`src/lds_word_access_unit_defines.svh`:
```
// Assertion helpers for the word access unit.
`ifndef LDS_WORD_ACCESS_UNIT_DEFINES_SVH
`define LDS_WORD_ACCESS_UNIT_DEFINES_SVH

// Same-cycle implication, sampled on clk_i, off during reset.
`define LDS_ASSERT_NOW(name, ante, cons) \
  name: assert property (@(posedge clk_i) disable iff (!rst_ni) (ante) |-> (cons)) \
    else $error("lds_word_access_unit: check failed");

// Next-cycle implication, sampled on clk_i, off during reset.
`define LDS_ASSERT_NEXT(name, ante, cons) \
  name: assert property (@(posedge clk_i) disable iff (!rst_ni) (ante) |=> (cons)) \
    else $error("lds_word_access_unit: check failed");

`endif

```
`src/lds_wau_pkg.sv`:
```
package lds_wau_pkg;

  localparam int unsigned SHARE_WORDS = 16384;  // power of two
  localparam int unsigned WORD_AW     = $clog2(SHARE_WORDS);

  typedef logic [3:0] action_t;

  localparam action_t ACT_RD32  = 4'd0;
  localparam action_t ACT_RD64  = 4'd1;
  localparam action_t ACT_RD2   = 4'd2;
  localparam action_t ACT_WR32  = 4'd3;
  localparam action_t ACT_WR64  = 4'd4;
  localparam action_t ACT_ADD   = 4'd5;
  localparam action_t ACT_ADD_R = 4'd6;
  localparam action_t ACT_MIN   = 4'd7;
  localparam action_t ACT_MIN_R = 4'd8;
  localparam action_t ACT_MAX   = 4'd9;
  localparam action_t ACT_MAX_R = 4'd10;

  // controller -> datapath
  typedef struct packed {
    logic latch;      // capture input item
    logic rd_en;      // issue memory reads
    logic wr_lo;      // write data_low at word
    logic wr_hi;      // write data_high at word + 1
    logic wr_atomic;  // write atomic result at word
    logic out_load;   // load output register
  } cmd_t;

  // datapath -> controller
  typedef struct packed {
    logic valid_op;
    logic is_write;
    logic is_write64;
    logic is_atomic;
    logic has_result;
  } stat_t;

endpackage

```
`src/lds_wau_ctrl.sv`:
```
module lds_wau_ctrl (
  input  logic               clk_i,
  input  logic               rst_ni,
  input  logic               in_valid_i,
  output logic               in_ready_o,
  output logic               out_valid_o,
  input  logic               out_ready_i,
  input  lds_wau_pkg::stat_t stat_i,
  output lds_wau_pkg::cmd_t  cmd_o
);
  import lds_wau_pkg::*;

  typedef enum logic [2:0] {
    S_IDLE,
    S_ISSUE,
    S_EXEC,
    S_WR_HI,
    S_HOLD
  } state_e;

  state_e state_q, state_d;
  logic   out_valid_q, out_valid_d;
  logic   slot_free;

  // output register frees up in the same cycle it is taken
  assign slot_free = !out_valid_q || out_ready_i;

  always_comb begin
    state_d = state_q;
    cmd_o   = '0;
    case (state_q)
      S_IDLE: begin
        cmd_o.latch = in_valid_i;
        if (in_valid_i) begin
          state_d = S_ISSUE;
        end
      end
      S_ISSUE: begin
        if (!stat_i.valid_op) begin
          state_d = S_IDLE;
        end else if (stat_i.is_write) begin
          cmd_o.wr_lo = 1'b1;
          state_d     = stat_i.is_write64 ? S_WR_HI : S_IDLE;
        end else begin
          cmd_o.rd_en = 1'b1;
          state_d     = S_EXEC;
        end
      end
      S_EXEC: begin
        cmd_o.wr_atomic = stat_i.is_atomic;
        if (!stat_i.has_result) begin
          state_d = S_IDLE;
        end else if (slot_free) begin
          cmd_o.out_load = 1'b1;
          state_d        = S_IDLE;
        end else begin
          state_d = S_HOLD;
        end
      end
      S_WR_HI: begin
        cmd_o.wr_hi = 1'b1;
        state_d     = S_IDLE;
      end
      S_HOLD: begin
        if (slot_free) begin
          cmd_o.out_load = 1'b1;
          state_d        = S_IDLE;
        end
      end
      default: state_d = S_IDLE;
    endcase
  end

  always_comb begin
    out_valid_d = out_valid_q;
    if (cmd_o.out_load) begin
      out_valid_d = 1'b1;
    end else if (out_ready_i) begin
      out_valid_d = 1'b0;
    end
  end

  always_ff @(posedge clk_i or negedge rst_ni) begin
    if (!rst_ni) begin
      state_q     <= S_IDLE;
      out_valid_q <= 1'b0;
    end else begin
      state_q     <= state_d;
      out_valid_q <= out_valid_d;
    end
  end

  assign in_ready_o  = (state_q == S_IDLE);
  assign out_valid_o = out_valid_q;

endmodule
```
`config.mk`:
```
export PLATFORM = sky130hd
export DESIGN_NAME = lds_wau_ctrl
export DESIGN_NICKNAME = d
export VERILOG_FILES = /design/src/lds_word_access_unit_defines.svh /design/src/lds_wau_pkg.sv /design/src/lds_wau_ctrl.sv
export SDC_FILE = /design/constraint.sdc
export NUM_CORES = 1
export LEC_CHECK = 0
export BUFFER_PORTS_ARGS = -buffer_cell sky130_fd_sc_hd__buf_2
export CAP_MARGIN = 10
export CORE_AREA = 10 10 47 49
export CTS_CLUSTER_SIZE = 30
export DETAILED_ROUTE_END_ITERATION = 7
export DIE_AREA = 0 0 57 59
export PLACE_DENSITY_LB_ADDON = 0.1
export SYNTH_ARGS = -nofsm -noshare
export SYNTH_HDL_FRONTEND = slang
export SYNTH_SLANG_ARGS = --single-unit
export TNS_END_PERCENT = 20
```
`constraint.sdc`:
```
create_clock -name clk_i -period 1.2 [get_ports clk_i]
set_clock_uncertainty 0.05 [all_clocks]
set_input_delay 0.18 -clock clk_i [delete_from_list [all_inputs] [get_ports clk_i]]
set_output_delay 0.18 -clock clk_i [all_outputs]
set_load 0.01 [all_outputs]
```
==> summary.txt <==
Status
  – Status: finished, violations left
  – Failing checks: negative setup slack

Global route
  – Vias in the first global route: 377
  – Pin count of the biggest net entering global routing: 9
  – Overall Global Routing Usage: 0.0572
  – First-pass GRT wire length: 1520 microns
  – Overflow after GRT: 0
  – Initial antenna violation count: 0

Setup path
  – CP Capture Type: output port
  – Critical path's slowest cell: dfrtp_2
  – CP bufs+invs: 1
  – CP startpoint: state_q[2]
  – Worst-path maximum fanout: 6
  – CP peak stage delay: 0.44 ns
  – CP required: 0.97 ns
  – Worst Path Arrival: 1.21 ns
  – Reg2reg start: state_q[2]
  – FF-to-FF setup slack: -0.02 ns
  – Critical path, cell by cell: nand3b_4 -> a221oi_2 -> buf_2
  – Crit path max-delay family: flip-flops
  – Worst setup path class: reg -> out
  – Worst setup SP type: flop

Route
  – Final wirelength: 881 microns
  – Starting DRT DRC Count: 2
  – Detail Route Antenna Nets: 0
  – First-pass iteration count of the detailed router: 4
  – Routed len/inst: 12.8 microns
  – Residual DRC count: 0
  – Via count: 297
  – DR vias/cell: 4.30

Clock network
  – Skew-Pair Late Insertion Delay: 0.23 ns
  – H-tree levels: 1
  – CTS sink cnt: 4
  – Clk pin slew, worst setup/hold paths: 0.04 ns
  – CTS max path bufs: 2
  – CTS tree: yes
  – Number of CTS-inserted buffers: 3
  – Root buf cell: clkbuf_4

Die
  – Core ar.: 1400 sq um
  – Die area: 3360 sq um
  – Die Height: 59 microns
  – Boundary Pins: 17
  – # rows: 14
  – DIE WIDTH: 57 microns
  – Initial Utilization: 0.210

STA
  – Slew @ Worst Pin: 0.227 ns
  – Final Max Tran Viols: 0
  – Fin. Hold Viols: 0
  – Period Utilization, post-route: 1.20
  – Post-route minimum period: 1.44 ns
  – Final setup margin: -0.241 ns
  – Final setup viols: 8
  – Max Clk Rate: 694 MHz
  – RSZ-0062 raised after global routing: true
  – Worst slew margin: 0.846

Cells and area
  – Multi-input combinational cell area: 174 sq um
  – Fillers: 156
  – Share of cells above drive strength 1: 0.660
  – Final Net Count: 64
  – Register area: 104 sq um
  – Layout area overhead: 65.1%
  – Post-Layout Inst Area: 485 sq um
  – # diodes: 0
  – Final Util: 0.346

Run
  – Max capacitance violation total: 0

Power and ir drop
  – Cell area power density: 896 nW/um^2
  – LEAKAGE: 0.259 nW
  – Peak VDD IR: 0.347 mV

Placement
  – IO Port Bufs: 16
  – Pre-CTS WS: -0.100 ns
  – Placed cell areas: 383 sq um
  – Global placer's final weighted congestion: 0.635
  – Dpl hpwl: 629 microns

Logic synthesis
  – Ys async rst share: 1.00
  – Synthesized cell area: 294 sq um
  – Largest cells by area after synthesis: dfrtp_1 (34%), buf_4 (7.7%), nand3b_4 (6.8%)
  – Yosys top cell by area: dfrtp_1
  – Syn Area/Cell: 9.80 sq um
  – Most frequent cell after synthesis: dfrtp_1
  – Cell count after synthesis: 30
  – Yosys cell types: 18
  – Post-synth EDFFs: 0
  – Yosys reg bits: 4
  – Main flop type after synthesis: dfrtp_1
  – Post-synth net total: 39
  – Synth top area share: 0.340
  – Synth warn: 0
  – Synth cell count leaders: dfrtp_1 (4), buf_4 (3), inv_1 (3), nand2b_1 (3)
  – Register area share after synthesis: 0.340

Min path
  – Min-delay src: stat_i[3]
  – Worst hold path type: in -> reg
area by class of cell:
type | count | area share
Multi-Input combinational cell | 19 | 0.358
Timing Repair Buffer | 24 | 0.317
Sequential cell | 4 | 0.214
Clock buffer | 3 | 0.0464
Tap cell | 16 | 0.0412
Inverter | 3 | 0.0232
power by group:
group	internal (W)	leakage (nW)	switching, W
Combinational	0.0000629	0.196	0.0000517
Sequential	0.000146	0.0493	0.0000152
Clock	0.000111	0.0138	0.0000478
per-layer routing:
metal,track usage,wire (microns),vias up
li1,-,-,153
met1,0.0646,435,128
met2,0.0806,363,16
met3,0.0365,82,0
met4,0.0302,0,0
met5,0,0,-
cells in the final DEF, fill, tap and decap left out, types with 2 or more instances in the layout:
| cell type | instances |
|---|---|
| buf_4 | 4 |
| dfrtp_2 | 3 |
| inv_1 | 3 |
| buf_6 | 3 |
| buf_2 | 16 |
| nor3_2 | 2 |
| nor2_1 | 2 |
| clkbuf_4 | 3 |
| nand2b_4 | 2 |
| a211oi_1 | 2 |
stage by stage:
stage / instances / total power (W) / TNS [ns] / hold WS, ns
after floorplan: 30 / 0.000218 / -0.00470 / -0.166
after global placement: 60 / 0.000251 / -0.174 / -0.0628
after detailed placement: 60 / 0.000252 / -0.218 / -0.0637
after CTS: 68 / 0.000434 / -1.23 / 0.120
after global routing: 69 / 0.000463 / -1.71 / 0.122
final: 69 / 0.000435 / -1.21 / 0.122
final timing paths:
check | to | depth (start not counted)
hold / removal | state_q[1] | 2
setup reg to reg | out_valid_o | 4
max in group asynchronous | state_q[1] | 2
min in group asynchronous | out_valid_o | 2
setup / recovery | cmd_o[0] | 3
hold reg to reg | out_valid_o | 2
state kept, by name, summed over array words and instances, names as in the netlist:
name	count
out_valid_o	1
state_q	3
cell families (layout without fill, tap and decap cells):
group	count (synthesis)	in the layout	share of synthesized area
AOI/OAI and AO/OA	5	5	0.149
DFF	4	4	0.340
and+or+nand+nor	14	14	0.357
buffers and inverters	7	30	0.153
timing repair:
item | CTS | global route
pin swaps | 1 | 0
hold endpoints to repair | 4 | 0
setup endpoints to repair | 7 | 8
resized for setup | 11 | 1
cloned | 0 | 0
buffers inserted | 4 | 1
hold buffers | 1 | 0
Power figures use the tool's default switching activity.
